## src/sv/jwam_pkg.sv

```systemverilog
package jwam_pkg;

  localparam logic [7:0] CENTRE      = 8'd64;
  localparam logic [7:0] TPT_MAX     = 8'd128;
  localparam int         CMD_Q_DEPTH = 4;
  localparam int         CMD_Q_AW    = $clog2(CMD_Q_DEPTH);

  localparam logic OP_JOG  = 1'b0;
  localparam logic OP_TICK = 1'b1;

  localparam logic [2:0] MODE_NONE    = 3'd0;
  localparam logic [2:0] MODE_MOUSE_X = 3'd1;
  localparam logic [2:0] MODE_MOUSE_Y = 3'd2;
  localparam logic [2:0] MODE_HELD    = 3'd3;
  localparam logic [2:0] MODE_TAP     = 3'd4;

  localparam logic [2:0] CFG_JOG_MODE     = 3'd0;
  localparam logic [2:0] CFG_DEAD_ZONE    = 3'd1;
  localparam logic [2:0] CFG_MOUSE_GAIN   = 3'd2;
  localparam logic [2:0] CFG_PRESS_LEVEL  = 3'd3;
  localparam logic [2:0] CFG_TAP_STEP     = 3'd4;
  localparam logic [2:0] CFG_HOLD_TIMEOUT = 3'd5;
  localparam logic [2:0] CFG_HOLD_KEYS    = 3'd6;
  localparam logic [2:0] CFG_TAP_KEYS     = 3'd7;

  typedef enum logic [1:0] {
    ACT_PRESS   = 2'd0,
    ACT_RELEASE = 2'd1,
    ACT_TAP     = 2'd2,
    ACT_MOVE    = 2'd3
  } action_t;

  typedef enum logic [1:0] {
    CMD_KEYS    = 2'd0,
    CMD_MOVE_X  = 2'd1,
    CMD_MOVE_Y  = 2'd2,
    CMD_TAP     = 2'd3
  } cmd_kind_t;

  typedef enum logic [2:0] {
    BS_IDLE,
    BS_KEY0,
    BS_KEY1,
    BS_MOVE,
    BS_TAP
  } bstate_t;

  typedef struct packed {
    logic [2:0]  jog_mode;
    logic [6:0]  dead_zone;
    logic [7:0]  mouse_gain;
    logic [6:0]  press_level;
    logic [7:0]  tap_step;
    logic [15:0] hold_timeout;
    logic [15:0] hold_keys;
    logic [15:0] tap_keys;
  } cfg_t;

  typedef struct packed {
    cmd_kind_t          kind;
    action_t            act0;
    logic [7:0]         key0;
    action_t            act1;
    logic [7:0]         key1;
    logic               two;
    logic signed [14:0] move;
    logic signed [7:0]  delta;
  } cmd_t;

endpackage

```

## src/sv/jwam_cmd_q.sv

```systemverilog
module jwam_cmd_q
  import jwam_pkg::*;
(
  input  logic clk,
  input  logic rst_n,
  input  logic push,
  input  cmd_t push_data,
  output logic full,
  input  logic pop,
  output cmd_t pop_data,
  output logic empty
);

  cmd_t                mem_r [CMD_Q_DEPTH];
  logic [CMD_Q_AW-1:0] wr_ptr_r, wr_ptr_nxt;
  logic [CMD_Q_AW-1:0] rd_ptr_r, rd_ptr_nxt;
  logic [CMD_Q_AW:0]   count_r, count_nxt;
  logic                do_push, do_pop;

  assign full     = (count_r == (CMD_Q_AW+1)'(CMD_Q_DEPTH));
  assign empty    = (count_r == '0);
  assign do_push  = push && !full;
  assign do_pop   = pop && !empty;
  assign pop_data = mem_r[rd_ptr_r];

  always_comb begin
    wr_ptr_nxt = do_push ? wr_ptr_r + 1'b1 : wr_ptr_r;
    rd_ptr_nxt = do_pop ? rd_ptr_r + 1'b1 : rd_ptr_r;
    count_nxt  = count_r;
    if (do_push && !do_pop) begin
      count_nxt = count_r + 1'b1;
    end else if (do_pop && !do_push) begin
      count_nxt = count_r - 1'b1;
    end
  end

  always_ff @(posedge clk) begin
    if (!rst_n) begin
      wr_ptr_r <= '0;
      rd_ptr_r <= '0;
      count_r  <= '0;
    end else begin
      wr_ptr_r <= wr_ptr_nxt;
      rd_ptr_r <= rd_ptr_nxt;
      count_r  <= count_nxt;
    end
  end

  always_ff @(posedge clk) begin
    if (do_push) begin
      mem_r[wr_ptr_r] <= push_data;
    end
  end

endmodule

```

## src/sv/jwam_front.sv

```systemverilog
module jwam_front
  import jwam_pkg::*;
#(
  parameter int TIMER_WIDTH = 16
) (
  input  logic       clk,
  input  logic       rst_n,
  input  cfg_t       cfg,
  input  logic       in_push,
  input  logic       in_opcode,
  input  logic [6:0] in_jog_value,
  output logic       in_full,
  input  logic       q_full,
  output logic       q_push,
  output cmd_t       q_data
);

  localparam int CW = (TIMER_WIDTH > 16) ? TIMER_WIDTH : 16;

  logic [TIMER_WIDTH-1:0] idle_r, idle_nxt, idle_inc;
  logic                   left_held_r, left_held_nxt;
  logic                   right_held_r, right_held_nxt;

  logic               accept;
  logic signed [7:0]  delta;
  logic [7:0]         mag;
  logic               ignored;
  logic signed [8:0]  d9, thr9;
  logic               pos, neg, timed_out;
  logic signed [16:0] prod;
  logic               a_v, b_v;
  action_t            a_act, b_act;
  logic [7:0]         a_key, b_key, left_key, right_key;
  logic               keys_cmd;

  assign accept    = in_push && !q_full;
  assign in_full   = q_full;
  assign left_key  = cfg.hold_keys[7:0];
  assign right_key = cfg.hold_keys[15:8];

  always_comb begin
    delta     = $signed({1'b0, in_jog_value} - CENTRE);
    mag       = delta[7] ? 8'(-delta) : 8'(delta);
    ignored   = (mag <= {1'b0, cfg.dead_zone});
    d9        = {delta[7], delta};
    thr9      = $signed({2'b00, cfg.press_level});
    pos       = (d9 >= thr9);
    neg       = (d9 <= -thr9);
    prod      = delta * $signed({1'b0, cfg.mouse_gain});
    idle_inc  = (idle_r == '1) ? idle_r : idle_r + 1'b1;
    timed_out = (CW'(idle_inc) >= CW'(cfg.hold_timeout));

    idle_nxt       = idle_r;
    left_held_nxt  = left_held_r;
    right_held_nxt = right_held_r;
    a_v      = 1'b0;
    b_v      = 1'b0;
    a_act    = ACT_RELEASE;
    b_act    = ACT_RELEASE;
    a_key    = left_key;
    b_key    = right_key;
    keys_cmd = 1'b0;
    q_push   = 1'b0;
    q_data   = '0;

    if (accept) begin
      if (in_opcode == OP_TICK) begin
        idle_nxt = idle_inc;
        if (cfg.jog_mode == MODE_HELD && (left_held_r || right_held_r) && timed_out) begin
          keys_cmd       = 1'b1;
          a_v            = left_held_r;
          b_v            = right_held_r;
          left_held_nxt  = 1'b0;
          right_held_nxt = 1'b0;
        end
      end else if (!ignored) begin
        idle_nxt = '0;
        case (cfg.jog_mode)
          MODE_MOUSE_X: begin
            q_push      = 1'b1;
            q_data.kind = CMD_MOVE_X;
            q_data.move = prod[14:0];
          end
          MODE_MOUSE_Y: begin
            q_push      = 1'b1;
            q_data.kind = CMD_MOVE_Y;
            q_data.move = prod[14:0];
          end
          MODE_HELD: begin
            if (pos) begin
              keys_cmd       = 1'b1;
              a_v            = left_held_r;
              b_v            = !right_held_r;
              b_act          = ACT_PRESS;
              left_held_nxt  = 1'b0;
              right_held_nxt = 1'b1;
            end else if (neg) begin
              keys_cmd       = 1'b1;
              a_v            = right_held_r;
              a_key          = right_key;
              b_v            = !left_held_r;
              b_act          = ACT_PRESS;
              b_key          = left_key;
              left_held_nxt  = 1'b1;
              right_held_nxt = 1'b0;
            end
          end
          MODE_TAP: begin
            q_push       = 1'b1;
            q_data.kind  = CMD_TAP;
            q_data.delta = delta;
          end
          default: begin
          end
        endcase
      end
      if (keys_cmd && (a_v || b_v)) begin
        q_push      = 1'b1;
        q_data.kind = CMD_KEYS;
        q_data.act0 = a_v ? a_act : b_act;
        q_data.key0 = a_v ? a_key : b_key;
        q_data.act1 = b_act;
        q_data.key1 = b_key;
        q_data.two  = a_v && b_v;
      end
    end
  end

  always_ff @(posedge clk) begin
    if (!rst_n) begin
      idle_r       <= '0;
      left_held_r  <= 1'b0;
      right_held_r <= 1'b0;
    end else begin
      idle_r       <= idle_nxt;
      left_held_r  <= left_held_nxt;
      right_held_r <= right_held_nxt;
    end
  end

endmodule

```

## src/sv/jwam_back.sv

```systemverilog
module jwam_back
  import jwam_pkg::*;
(
  input  logic               clk,
  input  logic               rst_n,
  input  cfg_t               cfg,
  input  logic               cfg_we,
  input  logic               q_empty,
  input  cmd_t               q_data,
  output logic               q_pop,
  output logic               empty,
  input  logic               pop,
  output logic [1:0]         out_action,
  output logic [7:0]         out_key_code,
  output logic signed [14:0] out_move_x,
  output logic signed [14:0] out_move_y,
  output logic               out_last
);

  bstate_t            state_r, state_nxt;
  cmd_t               cmd_r, cmd_nxt;
  logic signed [8:0]  residue_r, residue_nxt;
  logic               out_valid_r, out_valid_nxt;
  action_t            action_r, action_nxt;
  logic [7:0]         key_r, key_nxt;
  logic signed [14:0] mx_r, mx_nxt, my_r, my_nxt;
  logic               last_r, last_nxt;

  logic               can_emit, emit;
  logic [7:0]         tpt;
  logic signed [9:0]  tpt10, r10, r_sub, r_add;

  assign empty        = !out_valid_r;
  assign out_action   = action_r;
  assign out_key_code = key_r;
  assign out_move_x   = mx_r;
  assign out_move_y   = my_r;
  assign out_last     = last_r;
  assign can_emit     = !out_valid_r || pop;

  always_comb begin
    tpt = cfg.tap_step;
    if (tpt == '0) begin
      tpt = 8'd1;
    end else if (tpt > TPT_MAX) begin
      tpt = TPT_MAX;
    end
    tpt10 = $signed({2'b00, tpt});
    r10   = {residue_r[8], residue_r};
    r_sub = r10 - tpt10;
    r_add = r10 + tpt10;

    state_nxt   = state_r;
    cmd_nxt     = cmd_r;
    residue_nxt = residue_r;
    q_pop       = 1'b0;
    emit        = 1'b0;
    action_nxt  = action_r;
    key_nxt     = key_r;
    mx_nxt      = mx_r;
    my_nxt      = my_r;
    last_nxt    = last_r;

    case (state_r)
      BS_IDLE: begin
        if (!q_empty) begin
          q_pop   = 1'b1;
          cmd_nxt = q_data;
          case (q_data.kind)
            CMD_KEYS: state_nxt = BS_KEY0;
            CMD_TAP: begin
              state_nxt   = BS_TAP;
              residue_nxt = residue_r + {q_data.delta[7], q_data.delta};
            end
            default: state_nxt = BS_MOVE;
          endcase
        end
      end
      BS_KEY0: begin
        if (can_emit) begin
          emit       = 1'b1;
          action_nxt = cmd_r.act0;
          key_nxt    = cmd_r.key0;
          mx_nxt     = '0;
          my_nxt     = '0;
          last_nxt   = !cmd_r.two;
          state_nxt  = cmd_r.two ? BS_KEY1 : BS_IDLE;
        end
      end
      BS_KEY1: begin
        if (can_emit) begin
          emit       = 1'b1;
          action_nxt = cmd_r.act1;
          key_nxt    = cmd_r.key1;
          mx_nxt     = '0;
          my_nxt     = '0;
          last_nxt   = 1'b1;
          state_nxt  = BS_IDLE;
        end
      end
      BS_MOVE: begin
        if (can_emit) begin
          emit       = 1'b1;
          action_nxt = ACT_MOVE;
          key_nxt    = '0;
          mx_nxt     = (cmd_r.kind == CMD_MOVE_X) ? cmd_r.move : '0;
          my_nxt     = (cmd_r.kind == CMD_MOVE_Y) ? cmd_r.move : '0;
          last_nxt   = 1'b1;
          state_nxt  = BS_IDLE;
        end
      end
      BS_TAP: begin
        if (r10 >= tpt10) begin
          if (can_emit) begin
            emit        = 1'b1;
            action_nxt  = ACT_TAP;
            key_nxt     = cfg.tap_keys[15:8];
            mx_nxt      = '0;
            my_nxt      = '0;
            last_nxt    = (r_sub < tpt10);
            residue_nxt = r_sub[8:0];
            if (r_sub < tpt10) begin
              state_nxt = BS_IDLE;
            end
          end
        end else if (r10 <= -tpt10) begin
          if (can_emit) begin
            emit        = 1'b1;
            action_nxt  = ACT_TAP;
            key_nxt     = cfg.tap_keys[7:0];
            mx_nxt      = '0;
            my_nxt      = '0;
            last_nxt    = (r_add > -tpt10);
            residue_nxt = r_add[8:0];
            if (r_add > -tpt10) begin
              state_nxt = BS_IDLE;
            end
          end
        end else begin
          state_nxt = BS_IDLE;
        end
      end
      default: state_nxt = BS_IDLE;
    endcase

    if (cfg_we) begin
      residue_nxt = '0;
    end

    if (emit) begin
      out_valid_nxt = 1'b1;
    end else if (pop) begin
      out_valid_nxt = 1'b0;
    end else begin
      out_valid_nxt = out_valid_r;
    end
  end

  always_ff @(posedge clk) begin
    if (!rst_n) begin
      state_r     <= BS_IDLE;
      residue_r   <= '0;
      out_valid_r <= 1'b0;
    end else begin
      state_r     <= state_nxt;
      residue_r   <= residue_nxt;
      out_valid_r <= out_valid_nxt;
    end
  end

  always_ff @(posedge clk) begin
    cmd_r    <= cmd_nxt;
    action_r <= action_nxt;
    key_r    <= key_nxt;
    mx_r     <= mx_nxt;
    my_r     <= my_nxt;
    last_r   <= last_nxt;
  end

endmodule

```

## src/sv/jog_wheel_action_mapper.sv

```systemverilog
// Jog wheel action mapper.
// Input queue port: push/full with in_opcode (jog value event or 1 ms tick)
// and in_jog_value; a transfer happens when push is high and full is low.
// Result queue port: empty/pop; the oldest result sits on the out_ ports while
// empty is low and transfers when pop is high. out_last marks the final
// result of one input; inputs that cause nothing give no result at all.
// Configuration: cfg_we writes cfg_data into register cfg_index;
// write only while the block is idle. Any write clears the tap residue.
// The execution side fetches a command from the 4-entry command queue and
// registers its results one at a time, each only once the output register
// is free; it fetches the next command only after the last is done. A tap
// command with no tap due still passes through the tap state.
// The front side classifies an input in its transfer cycle and keeps taking
// inputs until the command queue fills.
// Reset (rst_n low, synchronous) restores register defaults and clears held
// keys, idle timer, tap residue and both queues.
// A stalled receiver holds the output register; work backs up into the
// command queue, then full rises.
module jog_wheel_action_mapper
  import jwam_pkg::*;
#(
  parameter int TIMER_WIDTH = 16
) (
  input  logic               clk,
  input  logic               rst_n,
  input  logic               cfg_we,
  input  logic [2:0]         cfg_index,
  input  logic [15:0]        cfg_data,
  input  logic               push,
  output logic               full,
  input  logic               in_opcode,
  input  logic [6:0]         in_jog_value,
  output logic               empty,
  input  logic               pop,
  output logic [1:0]         out_action,
  output logic [7:0]         out_key_code,
  output logic signed [14:0] out_move_x,
  output logic signed [14:0] out_move_y,
  output logic               out_last
);

  cfg_t cfg_r, cfg_nxt;
  logic q_full, q_push, q_empty, q_pop;
  cmd_t q_wdata, q_rdata;

  always_comb begin
    cfg_nxt = cfg_r;
    if (cfg_we) begin
      case (cfg_index)
        CFG_JOG_MODE:     cfg_nxt.jog_mode     = cfg_data[2:0];
        CFG_DEAD_ZONE:    cfg_nxt.dead_zone    = cfg_data[6:0];
        CFG_MOUSE_GAIN:   cfg_nxt.mouse_gain   = cfg_data[7:0];
        CFG_PRESS_LEVEL:  cfg_nxt.press_level  = cfg_data[6:0];
        CFG_TAP_STEP:     cfg_nxt.tap_step     = cfg_data[7:0];
        CFG_HOLD_TIMEOUT: cfg_nxt.hold_timeout = cfg_data;
        CFG_HOLD_KEYS:    cfg_nxt.hold_keys    = cfg_data;
        CFG_TAP_KEYS:     cfg_nxt.tap_keys     = cfg_data;
        default: begin
        end
      endcase
    end
  end

  always_ff @(posedge clk) begin
    if (!rst_n) begin
      cfg_r.jog_mode     <= MODE_NONE;
      cfg_r.dead_zone    <= 7'd0;
      cfg_r.mouse_gain   <= 8'd1;
      cfg_r.press_level  <= 7'd1;
      cfg_r.tap_step     <= 8'd1;
      cfg_r.hold_timeout <= 16'd100;
      cfg_r.hold_keys    <= 16'd0;
      cfg_r.tap_keys     <= 16'd0;
    end else begin
      cfg_r <= cfg_nxt;
    end
  end

  jwam_front #(
    .TIMER_WIDTH(TIMER_WIDTH)
  ) u_front (
    .clk         (clk),
    .rst_n       (rst_n),
    .cfg         (cfg_r),
    .in_push     (push),
    .in_opcode   (in_opcode),
    .in_jog_value(in_jog_value),
    .in_full     (full),
    .q_full      (q_full),
    .q_push      (q_push),
    .q_data      (q_wdata)
  );

  jwam_cmd_q u_cmd_q (
    .clk      (clk),
    .rst_n    (rst_n),
    .push     (q_push),
    .push_data(q_wdata),
    .full     (q_full),
    .pop      (q_pop),
    .pop_data (q_rdata),
    .empty    (q_empty)
  );

  jwam_back u_back (
    .clk         (clk),
    .rst_n       (rst_n),
    .cfg         (cfg_r),
    .cfg_we      (cfg_we),
    .q_empty     (q_empty),
    .q_data      (q_rdata),
    .q_pop       (q_pop),
    .empty       (empty),
    .pop         (pop),
    .out_action  (out_action),
    .out_key_code(out_key_code),
    .out_move_x  (out_move_x),
    .out_move_y  (out_move_y),
    .out_last    (out_last)
  );

endmodule
```

## config.mk

```make
export PLATFORM = sky130hd
export DESIGN_NAME = jog_wheel_action_mapper
export DESIGN_NICKNAME = d
export VERILOG_FILES = /design/src/sv/jwam_pkg.sv /design/src/sv/jwam_cmd_q.sv /design/src/sv/jwam_front.sv /design/src/sv/jwam_back.sv /design/src/sv/jog_wheel_action_mapper.sv
export SDC_FILE = /design/constraint.sdc
export NUM_CORES = 1
export LEC_CHECK = 0
export ABC_AREA = 1
export BUFFER_PORTS_ARGS = -buffer_cell sky130_fd_sc_hd__buf_2
export CORE_MARGIN = 2
export CORE_UTILIZATION = 50
export DETAILED_ROUTE_END_ITERATION = 7
export PLACE_DENSITY_LB_ADDON = 0.25
export SETUP_SLACK_MARGIN = 0.2
export SLEW_MARGIN = 30
export SYNTH_ARGS = -nofsm -noshare
export SYNTH_HDL_FRONTEND = slang
export SYNTH_SLANG_ARGS = --single-unit
```

## constraint.sdc

```tcl
create_clock -name clk -period 6.45 [get_ports clk]
set_clock_uncertainty 0.2 [all_clocks]
set_input_delay 0.3225 -clock clk [delete_from_list [all_inputs] [get_ports clk]]
set_output_delay 0.3225 -clock clk [all_outputs]
set_load 0.05 [all_outputs]
```

Word level (Yosys, flattened, before mapping)
Memory sizes are Yosys's and may differ from the RTL's. A register that Yosys moved wholly into a read port is not among the register bits.
Cells that the tools add are included.

word-level totals
  register bits after elaboration = 198
  memories = 1
  RAM bits = 184
  output and inout port bits = 43

cells by class
  bitwise operators = 2
  reductions and logical operators = 56
  equal/unequal tests = 34
  muxes and demuxes = 136
  $lt $le $gt $ge = 9
  add/subtract/negate cells = 12
  multiply operators = 1

memory list
  name           words  width  read ports  clocked after memory_dff  write ports  RTL line          RTL
  u_cmd_q.mem_r  4      46     1           1                         1            jwam_cmd_q.sv:14  cmd_t mem_r [CMD_Q_DEPTH];

operators by type and width
  operator               count
  $mux 8                 22
  $mux 15                11
  $pmux 15 s3            2
  $mux 23                3
  $mux 9                 6
  $mux 1                 53
  $mux 16                3
  $mux 46                1
  $mux 3                 11
  $mux 2                 16
  $pmux 8 s4             1
  $eq 3x3->1 const B     7
  $reduce_and 2->1       10
  $reduce_and 5->1       4
  $eq 3x2->1 const B     6
  $pmux 9 s2             1
  $add 16x1->16 const B  1
  $eq 16x16->1 const B   1
  $ge 16x16->1           1
  $mul 8x9->15           1
  $ne 2x1->1 const B     6
  $pmux 3 s4             1
  $add 9x9->10           1
  $gt 10x10->1           1
  other kinds (44)       80

Depth between registers and ports, before layout
Gate-level depths: netlist of run 1.

  word-level depth = 17
  depth in mapped cells = 29
  gate-level depth less buffers = 29

By module
From an unflattened synthesis of run 1, not the netlist that was laid out.

unflattened totals
  cell total of the unflattened synthesis = 2511
  area, all modules = 21813.4 um^2

modules (own cells, without submodules)
  module                   cells an instance  seq. area each (um^2)  times used  area each (um^2)
  jwam_cmd_q               515                5705.5                 1           7363.3
  jwam_back                648                2632.5                 1           5771.8
  jwam_front               884                360.3                  1           5480.3
  jog_wheel_action_mapper  464                1621.6                 1           3198.1

Worst setup path after synthesis of run 1
OpenSTA, ideal clock, no wires.

  kind = register to register
  start point = register u_front.idle_r[0]
  end point = memory u_cmd_q.mem_r[0][0] in the netlist's numbering, enable pin
  stages on the path, launching flop included = 21
  data required time = 5.806 ns
  period minus slack after synthesis = 5.397 ns
  data arrival time = 4.753 ns
  slack = 1.053 ns
  cell sequence = dfxtp_1 -> ha_1 -> nand2_1 -> nor3_1 -> nand2_1 -> nor2_1 -> nand2_1 -> nor2_1 -> nor2_1 -> xor2_1 -> ha_1 -> nand4_1 -> nor3_1 -> nand3_1 -> nand3_1 -> nand2_1 -> a21oi_4 -> o21ai_4 -> nand2_2 -> inv_2 -> nor2_1

on the way
  word-level cells in the longest chain between the ends = 14
  elaborated cells between the ends (all ways) = 21
  classes of those cells = add/sub: 1; order compare: 1; eq/ne: 1; mux: 14; reduce/logical: 4

RTL lines
  item                                                  RTL line           RTL
  from (decl)                                           jwam_front.sv:20   logic [TIMER_WIDTH-1:0] idle_r, idle_nxt, idle_inc;
  from (signal assigned)                                jwam_front.sv:135  idle_r <= idle_nxt;
  $add 16x1->16 / $eq 16x16->1 (equally long branches)  jwam_front.sv:50   idle_inc = (idle_r == '1) ? idle_r : idle_r + 1'b1;
  $mux 16 *                                             jwam_front.sv:50
  $ge 16x16->1 *                                        jwam_front.sv:51   timed_out = (CW'(idle_inc) >= CW'(cfg.hold_timeout));
  $logic_and 1x1->1 *                                   jwam_front.sv:69   if (cfg.jog_mode == MODE_HELD && (left_held_r || right_held_r) && timed_out) begin
  $mux 1                                                jwam_front.sv:69
  $mux 1                                                jwam_front.sv:67   if (in_opcode == OP_TICK) begin
  $mux 1                                                jwam_front.sv:66   if (accept) begin
  $logic_or 1x1->1                                      jwam_front.sv:117  if (keys_cmd && (a_v || b_v)) begin
  $logic_and 1x1->1 *                                   jwam_front.sv:117
  $mux 1 *                                              jwam_front.sv:117
  $mux 1 *                                              jwam_front.sv:66
  $logic_and 1x1->1 *                                   jwam_cmd_q.sv:22   assign do_push = push && !full;
  named net u_cmd_q.do_push                             jwam_cmd_q.sv:18   logic do_push, do_pop;
  $mux 1 *                                              jwam_cmd_q.sv:50   if (do_push) begin
  $mux 1 (implied by the code) *                        jwam_cmd_q.sv:51   mem_r[wr_ptr_r] <= push_data;
  to (decl)                                             jwam_cmd_q.sv:14

The timed path passes the listed nets; every way through them passes the cells marked *. The select of a mux whose other input is x is not followed.

==> metrics.md, run 1 <==
| Metric | Value |
|---|---|
| Initial antenna violation count | 0 |
| Gp weighted congestion | roughly 0.87 |
| Antenna Cells | 0 |
| Setup TNS | 0 ns |
| Maximum clock frequency | just under 200 MHz |
| Max_slew headroom | 0.361 |
| Area Overhead vs Synth | 12.4% |
| Layout Utilization | 0.568 |
| Die Footprint | about 42000 sq um |
| Largest area contributor in the netlist | edfxtp_1 |
| DR pass1 iterations | 5 |
| Post-DRT Antenna Nets | 0 |
| WP data required | approximately 6.6 ns |
| Cell variety after synth | between 50 and 60 |
| Row cnt | 73 |
| Final wirelength | about 50000 microns |
| Most frequent cell after synthesis | nand2_1 |
| Core Footprint | roughly 40000 sq um |
| Dpl cells | ~2.8k |
| Worst-skew pair later-pin latency | around 0.56 ns |
| Final #Nets | approximately 2.5k |
| Final worst path period share | 0.789 |
| CTS tree | yes |
| Synth Flop Type | edfxtp_1 |
| Worst hold path class | in -> reg |
| Routed wire per std cell | ~17 microns |
| Crit-path max FO | 9 |
| Ys async rst share | 0 |
| Synth area leaders | edfxtp_1, dfxtp_1, ha_1, nand2_1, nor2_1 |
| Worst setup SP type | flop |
| Post-cts sizing count | 0 |
| Critical path class | reg -> reg |
| Initial cell density of the core | 0.505 |
| Largest net degree at the start of global routing | 64 |
| Die height | around 200 microns |
| DRC viols | 0 |
| Number of port buffers | 74 |
| Clock sinks | 370 |
| Synth cell count leaders | nand2_1, nor2_1, inv_1 |
| Syn avg cell area | ~9 sq um |
| Total power | 7.84 mW |
| CP Capture Type | flop |
| DRC marker count from the first detailed-route iteration | 1121 |
| Fin area | between 20000 and 25000 sq um |
| Ys Warns | 0 |
| Slew @ Worst Pin | 0.956 ns |
| Leak | ~10 nW |
| # IOs | 75 |
| Post-Syn Instances | around 2.2k |
| Root buf cell | clkbuf_16 |
| Place WS | 1.23 ns |
| Hold_ws | approximately 0.024 ns |
| Max Buffers Root-to-Sink | 3 |
| First-pass GRT wire length | slightly below 80000 microns |
| Slew Viols, Final | 0 |
| Final-report hold violation count | 0 |
| Worst VDD drop | ~0.25 mV |
| Hold Path Cell Cnt | 2 |
| Reg2Reg Setup Slack | roughly 1.4 ns |
| Vias in the first global route | about 15k |
| HPWL after detailed placement | between 30000 and 40000 microns |
| Final Instance Count excl. Fillers | around 2.8k |
| Setup-failing EPs final | 0 |
| Via count | ~15k |
| Final Critical Period | roughly 5.1 ns |
| Arrival @ worst endpoint | around 5.2 ns |
| RSZ-0062 raised after global routing | no |
| #FFs+latches synth | 370 |
| Post-synth EDFFs | ~250 |
| Post-synth top area share | 0.374 |
| Worst Setup Slack, final | roughly 1.4 ns |
| CTS Buf Count | 40 |
| Status | completed |
| H-tree levels | 2 |
| Mapped Area | roughly 20000 sq um |
| Fill count | about 3.5k |
| Worst-path clk slew | around 0.060 ns |
| Share of layout cells above drive strength 1 | 0.0844 |
| R2R depth | 18 |
| Cell area after placement | 20900 sq um |
| Vias per cell | about 5.4 |
| Total GRT Usage | 0.240 |
| Post-synthesis sequential area ratio | 0.495 |
| Pwr Density | 349 nW/um^2 |
| Die X-Extent | around 200 microns |
| Total gr overflow | 0 |
| # Max-Cap Violations | 0 |
-- repair_timing --
item	in CTS	in global routing
setup buffers	0	0
hold buffers	15	0
endpoints found under the hold margin	52	0
-- kinds of logic after synthesis --
kind of cell	synth area share
flops	0.495
xor+xnor	0.0193
fa+ha+maj	0.125
compound gates	0.119
other cells	0.000187
buf+inv	0.0727
simple gates	0.168
-- power breakdown --
group / internal [mW] / switching [mW]
clock network: 1.55 / 0.953
registers: 2.94 / 0.131
logic: 0.606 / 1.66
-- routing by layer --
metal / vias to the layer above / share of wire / GRT usage
li1: 7545 / - / -
met1: 7256 / 0.45 / 0.336
met2: 466 / 0.46 / 0.388
met3: 69 / 0.067 / 0.0384
met4: 0 / 0.024 / 0.0688
met5: - / 0 / 0
-- final cells by class --
cell class / instances / area [sq um] / share of cell area
Sequential cell: 370 / 9900 / 0.440
Clock buffer: 49 / 1080 / 0.0479
Multi-Input combinational cell: 1479 / 8710 / 0.387
Tap cell: 525 / 657 / 0.0292
Timing Repair Buffer: 103 / 676 / 0.0300
Clock inverter: 25 / 365 / 0.0162
Inverter: 295 / 1110 / 0.0492
-- final timing paths --
kind,start,to
worst max register to register,cfg_r[64],u_cmd_q.mem_r[2][20]
worst max-delay path,cfg_r[64],u_cmd_q.mem_r[2][20]
worst min-delay path,rst_n,cfg_r[56]
worst min register to register,cfg_r[33],cfg_r[33]
-- worst max-delay path, cell delays in order (launching register included) --
cell     delay, ns
dfxtp_1       0.40
or2_2         0.35
fa_1          0.54
inv_1         0.06
fa_1          0.53
inv_1         0.05
fa_1          0.52
inv_1         0.05
fa_1          0.49
ha_1          0.37
nand2_1       0.08
o21ai_0       0.25
a21oi_1       0.10
or2_2         0.30
nand2_1       0.06
nand2_1       0.04
nand2_1       0.07
nor2_1        0.05
nor3b_1       0.33
-- layout by cell type (no fill, tap or decap), types with 16 or more instances in the layout --
master     Yosys  layout
a21oi_1      131     131
buf_2         10      74
clkbuf_16      0      42
dfxtp_1      121     120
edfxtp_1     249     249
fa_1          41      41
ha_1         135     135
inv_1        286     285
nand2_1      346     346
nand3_1       64      63
nand4_1       18      18
nor2_1       334     328
nor3_1        24      24
o211ai_1      16      16
o21ai_0      202     202
o22ai_1       41      41
xor2_1        31      31
-- state kept, by name (all words and copies together) (netlist names), 8 cells and up, named ones only --
signal,flops
u_front.idle_r,16
u_back.out_move_y,15
u_back.out_key_code,8
cfg_r,81
u_back.out_move_x,15
u_cmd_q.mem_r,172
u_back.residue_r,9
u_back.cmd_r,36
No activity file was read; power rests on OpenSTA's default activity.
==> run 2: changes to the inputs <==
- clock period: 6.45 -> 4.7 ns (I/O delays scaled with it)
==> metrics.md, run 2 (same netlist as run 1, synthesis figures left out) <==
| Metric | Value |
|---|---|
| Critical path class | reg -> reg |
| Arrival @ worst endpoint | 4.50 ns |
| Routed wire per std cell | between 15 and 20 microns |
| Hold wc startpoint | cfg_index[2] |
| Largest register FFs | around 170 |
| DRC viols | 0 |
| Crit path buf inv count | 3 |
| Pwr Density | about 460 nW/um^2 |
| Crit path from | cfg_r[67] |
| Total number of cells along the worst setup path | 18 |
| Commonest non-fill, non-tap cell in the layout | nand2_1 |
| Worst-path clk slew | approximately 0.06 ns |
| Initial antenna violation count | 0 |
| Reg2Reg Setup Slack | 0.28 ns |
| Crit-path max FO | 6 |
| Gp weighted congestion | 0.905 |
| Fin area | 23200 sq um |
| Antenna Cells | 0 |
| Max Buffers Root-to-Sink | 3 |
| DR pass1 iterations | 6 |
| Total GRT Usage | 0.242 |
| Slew Viols, Final | 0 |
| Die X-Extent | ~200 microns |
| HPWL after detailed placement | around 35000 microns |
| H-tree levels | 2 |
| DRC marker count from the first detailed-route iteration | 1164 |
| Area Overhead vs Synth | 16.0% |
| Final worst path period share | 0.940 |
| First-pass GRT wire length | slightly below 80000 microns |
| Die height | slightly above 200 microns |
| Via count | between 15k and 20k |
| Worst-skew pair later-pin latency | between 0.5 and 0.6 ns |
| # IOs | 75 |
| Leak | between 10 and 15 nW |
| Most frequent cells in the layout | nand2_1, nor2_1, inv_1, edfxtp_1, o21ai_0 |
| Final Critical Period | approximately 4.4 ns |
| Slew @ Worst Pin | ~0.9 ns |
| Final #Nets | around 2.6k |
| CTS tree | yes |
| Worst VDD drop | 0.280 mV |
| Critical Path End | u_cmd_q.mem_r[3][20] |
| Vias in the first global route | 14.5k |
| Root buf cell | clkbuf_16 |
| Critical-path cell list | nand2_4, fa_1, inv_2, fa_1, inv_2, fa_1, inv_2, fa_1, ha_4, nand2_4, o21ai_4, a21oi_2, or2_4, nand2_2, nand2_2, nand2_2, nand2_1, nor3b_4 |
| CTS Buf Count | 40 |
| Initial cell density of the core | 0.505 |
| Final-report hold violation count | 0 |
| Worst hold path class | in -> reg |
| Maximum clock frequency | about 230 MHz |
| Post-DRT Antenna Nets | 0 |
| Max_slew headroom | 0.388 |
| # Max-Cap Violations | 0 |
| Top delay family on crit path | adder cells |
| Clock sinks | between 300 and 400 |
| Status | completed |
| Slowest stage delay, CP | 0.54 ns |
| Number of port buffers | 74 |
| R2R depth | 18 |
| Worst path slowest cell | fa_1 |
| Largest net degree at the start of global routing | 91 |
| Final wirelength | between 50000 and 60000 microns |
| Critical path's most frequent cell | fa_1 |
| Row cnt | 73 |
| Biggest regs | u_cmd_q.mem_r: 172 flops, cfg_r: 81 flops, u_back.cmd_r: 36 flops |
| Worst setup SP type | flop |
| Reg2reg start | cfg_r[67] |
| Share of layout cells above drive strength 1 | 0.131 |
| RSZ-0062 raised after global routing | yes |
| Most flop-heavy register | u_cmd_q.mem_r |
| Core Footprint | 39600 sq um |
| Vias per cell | around 5.4 |
| Cell area after placement | 21200 sq um |
| CP Capture Type | flop |
| Hold_ws | ~0.051 ns |
| WP data required | ~4.8 ns |
| Setup-failing EPs final | 0 |
| Total gr overflow | 0 |
| Worst R2R End | u_cmd_q.mem_r[3][20] |
| Die Footprint | approximately 42000 sq um |
[run 2: changes by cell type in the layout (fill, tap and decap cells not counted), moves of 9 or more]
cell | previous run | this run
dlygate4sd3_1 | 15 | 24
nor2_1 | 328 | 318
nand2_1 | 346 | 336
buf_4 | 10 | 50
dfxtp_1 | 120 | 108
o21ai_0 | 202 | 193
[run 2: final cells by class]
cell class	count	area [sq um]
Multi-Input combinational cell	1479	9000
Inverter	295	1110
Clock inverter	16	194
Clock buffer	58	1170
Timing Repair Buffer	157	1140
Tap cell	525	657
Sequential cell	370	9930
Fill cell	3443	16400
[run 2: metal layers]
metal / global-route usage / share of wire
met3: 0.0367 / 0.073
met2: 0.389 / 0.46
met4: 0.0572 / 0.020
met5: 0 / 0
met1: 0.346 / 0.45
[run 2: worst min path at each step]
stage | slack, ns | cells past startpoint | to
floorplan | 0.17 | 2 | cfg_r[37]
global placement | 0.25 | 2 | cfg_r[74]
detailed placement | 0.25 | 2 | cfg_r[74]
CTS | 0.006 | 6 | cfg_r[71]
global route | 0.09 | 6 | cfg_r[79]
finish | 0.05 | 6 | cfg_r[71]
[run 2: timing repair]
item / 4_1_cts / 5_1_grt
hold endpoints to repair: 104 / 0
gates resized for setup: 12 / 86
pin swaps: 2 / 36
buffers inserted: 0 / 10
hold buffers: 24 / 0
endpoints found under the setup margin: 14 / 229
gates cloned: 0 / 0
[run 2: worst min-delay path, cell delays in order]
cell	delay, ns
buf_2	0.10
nor2_1	0.04
inv_1	0.10
nor2_1	0.07
o21ai_0	0.14
nor2_1	0.05
[run 2: power by group]
group          switching (mW)  internal (mW)  leakage [nW]
clock                    1.29           1.96         0.667
combinational            2.35          0.914          6.06
sequential              0.160           4.03          3.53
total                    3.80           6.90          10.3
[run 2: through the flow]
step	utilization	cells	setup TNS [ns]	worst slack (ns)	total power, mW
2_1_floorplan	-	2227	0	0.0243	6.54
3_3_place_gp	0.535	2792	0	0.127	7.38
3_5_place_dp	0.535	2792	-0.0395	-0.0395	7.43
4_1_cts	0.577	2890	0	0.173	10.7
5_1_grt	0.585	2900	0	0.0699	11.2
6_report	0.585	2900	0	0.280	10.7
==> run 3: changes to the inputs <==
- MAX_ROUTING_LAYER: default -> met4
==> metrics.md, run 3 (same netlist as run 1, synthesis figures left out) <==
| Metric | Value |
|---|---|
| Vias per cell | 5.44 |
| Place WS | approximately 0.02 ns |
| Gp weighted congestion | a little over 0.9 |
| Commonest non-fill, non-tap cell in the layout | nand2_1 |
| Routed wire per std cell | ~17 microns |
| Leak | approximately 10 nW |
| Total number of cells along the worst setup path | 18 |
| Total power | approximately 11 mW |
| CTS Buf Count | 40 |
| Total GRT Usage | 0.252 |
| Storage cell area | 9940 sq um |
| Final Critical Period | 4.47 ns |
| Slew @ Worst Pin | between 0.9 and 1 ns |
| Critical path class | reg -> reg |
| Post-DRT Antenna Nets | 0 |
| Largest register FFs | 172 |
| Antenna Cells | 0 |
| Setup TNS | 0 ns |
| Critical Path End | u_cmd_q.mem_r[3][20] |
| Number of port buffers | 74 |
| Total gr overflow | 0 |
| Worst Setup Slack, final | roughly 0.23 ns |
| Met3 Use GR | 0.0378 |
| Gate power share | 0.307 |
| Reg2reg start | cfg_r[66] |
| Core Footprint | about 40000 sq um |
| Root buf cell | clkbuf_16 |
| Top delay family on crit path | adder cells |
| Slowest stage delay, CP | 0.55 ns |
| Die X-Extent | a little over 200 microns |
| Clock sinks | 370 |
| Most used routing layer | met2 |
| Initial cell density of the core | 0.505 |
| Setup-failing EPs final | 0 |
| H-tree levels | 2 |
| Most frequent cells in the layout | nand2_1, nor2_1, inv_1, edfxtp_1, o21ai_0 |
| Worst-path clk slew | roughly 0.06 ns |
| Vias in the first global route | 14.9k |
| Pwr Density | between 400 and 500 nW/um^2 |
| R2R depth | 18 |
| CTS tree | yes |
| Final wirelength | 50700 microns |
| Biggest regs | u_cmd_q.mem_r: 172 flops, cfg_r: 81 flops, u_back.cmd_r: 36 flops |
| Final worst path period share | 0.950 |
| DRC viols | 0 |
| Worst hold path class | in -> reg |
| Critical-path cell list | nand2_1, fa_1, inv_1, fa_1, inv_2, fa_1, inv_2, fa_1, ha_4, nand2_4, o21ai_4, a21oi_2, or2_4, nand2_2, nand2_2, nand2_2, nand2_1, nor3b_4 |
| Worst path slowest cell | fa_1 |
| Area Overhead vs Synth | 15.9% |
| Arrival @ worst endpoint | roughly 4.6 ns |
| Worst setup SP type | flop |
| HPWL after detailed placement | about 35000 microns |
| Fill count | roughly 3.5k |
| # Max-Cap Violations | 0 |
| Die height | 204 microns |
| Most flop-heavy register | u_cmd_q.mem_r |
| Int Pwr | around 7 mW |
| DR pass1 iterations | 5 |
| RSZ-0062 raised after global routing | yes |
| Via count | about 16k |
| Status | completed |
| Reg2Reg Setup Slack | between 0.2 and 0.25 ns |
| Row cnt | 73 |
| Final #Nets | around 2.6k |
| Sequential Power Share | 0.396 |
| # IOs | 75 |
| Sw frac | 0.361 |
| Maximum clock frequency | 224 MHz |
| Final-report hold violation count | 0 |
| CP Capture Type | flop |
| Crit path buf inv count | 3 |
| WP data required | roughly 4.8 ns |
| Largest net degree at the start of global routing | about 90 |
| Slew Viols, Final | 0 |
| Initial antenna violation count | 0 |
| Worst-skew pair later-pin latency | between 0.5 and 0.6 ns |
| Met1 usage in global routing | 0.347 |
| Area taken by multi-input logic gates | approximately 9000 sq um |
| Max Buffers Root-to-Sink | 3 |
| Share of layout cells above drive strength 1 | 0.130 |
| Die Footprint | between 40000 and 50000 sq um |
| Max_slew headroom | 0.398 |
| Worst R2R End | u_cmd_q.mem_r[3][20] |
| Met2 usage | 0.385 |
| Crit-path max FO | 9 |
| DRC marker count from the first detailed-route iteration | 1142 |
| Clock power share | 0.297 |
| Worst VDD drop | 0.358 mV |
| Critical path's most frequent cell | fa_1 |
| First-pass GRT wire length | about 80000 microns |
| Crit path from | cfg_r[66] |
| Net load switching power | 3.85 mW |
-- run 3: final cells by class --
| cell class | instances | area share |
|---|---|---|
| flip-flops and latches | 370 | 0.428 |
| inverters | 295 | 0.0477 |
| multi-input cells | 1479 | 0.389 |
| clock inverters | 24 | 0.0114 |
| well taps | 525 | 0.0283 |
| clock buffers | 50 | 0.0456 |
| repair buffers | 158 | 0.0492 |
-- run 3: through the flow --
step           instances  hold slack, ns  utilization  area [sq um]
6_report            2901          0.0485        0.585         23200
5_1_grt             2901          0.0844        0.585         23200
4_1_cts             2888          0.0204        0.576         22800
3_5_place_dp        2788           0.255        0.535         21200
3_3_place_gp        2788           0.247        0.534         21200
2_1_floorplan       2227           0.165            -         20100
-- run 3: how the worst min path moves through the flow --
| stage | startpoint | to | slack, ns | cells past startpoint |
|---|---|---|---|---|
| after floorplan | cfg_data[5] | cfg_r[37] | 0.17 | 2 |
| after global placement | cfg_r[74] | cfg_r[74] | 0.25 | 2 |
| after detailed placement | cfg_r[46] | cfg_r[46] | 0.26 | 2 |
| after CTS | cfg_index[2] | cfg_r[80] | 0.02 | 6 |
| after global routing | cfg_index[2] | cfg_r[80] | 0.08 | 6 |
| final | cfg_index[2] | cfg_r[80] | 0.05 | 6 |
-- run 3: worst reg2reg max path, cell delays in order (launching register included) --
cell and delay (ns):
dfxtp_4 0.40, nand2_1 0.10, fa_1 0.55, inv_1 0.05, fa_1 0.49, inv_2 0.04
fa_1 0.49, inv_2 0.04, fa_1 0.51, ha_4 0.33, nand2_4 0.07, o21ai_4 0.16
a21oi_2 0.06, or2_4 0.27, nand2_2 0.07, nand2_2 0.05, nand2_2 0.10, nand2_1 0.06
nor3b_4 0.16
-- run 3: routing by layer --
layer,vias to the layer above,part of all wire
li1,7655,-
met1,7492,0.44
met2,535,0.45
met3,90,0.075
met4,0,0.027
met5,-,0
-- run 3: power groups by stage --
| stage | Combinational [mW] | Sequential, mW | Clock (mW) |
|---|---|---|---|
| after floorplan | 1.75 | 4.79 | 0 |
| after global placement | 3.10 | 4.27 | 0 |
| final | 3.28 | 4.22 | 3.16 |
| after detailed placement | 3.15 | 4.28 | 0 |
| after CTS | 3.19 | 4.22 | 3.21 |
| after global routing | 3.61 | 4.26 | 3.34 |
-- run 3: repair_timing --
action                                 in CTS  in global routing
pin swaps                                   4                 31
endpoints found under the hold margin      85                  0
cloned                                      0                  0
hold buffers                               25                  0
setup endpoints to repair                  17                110
setup buffers                               1                 13
gates resized for setup                    16                 84
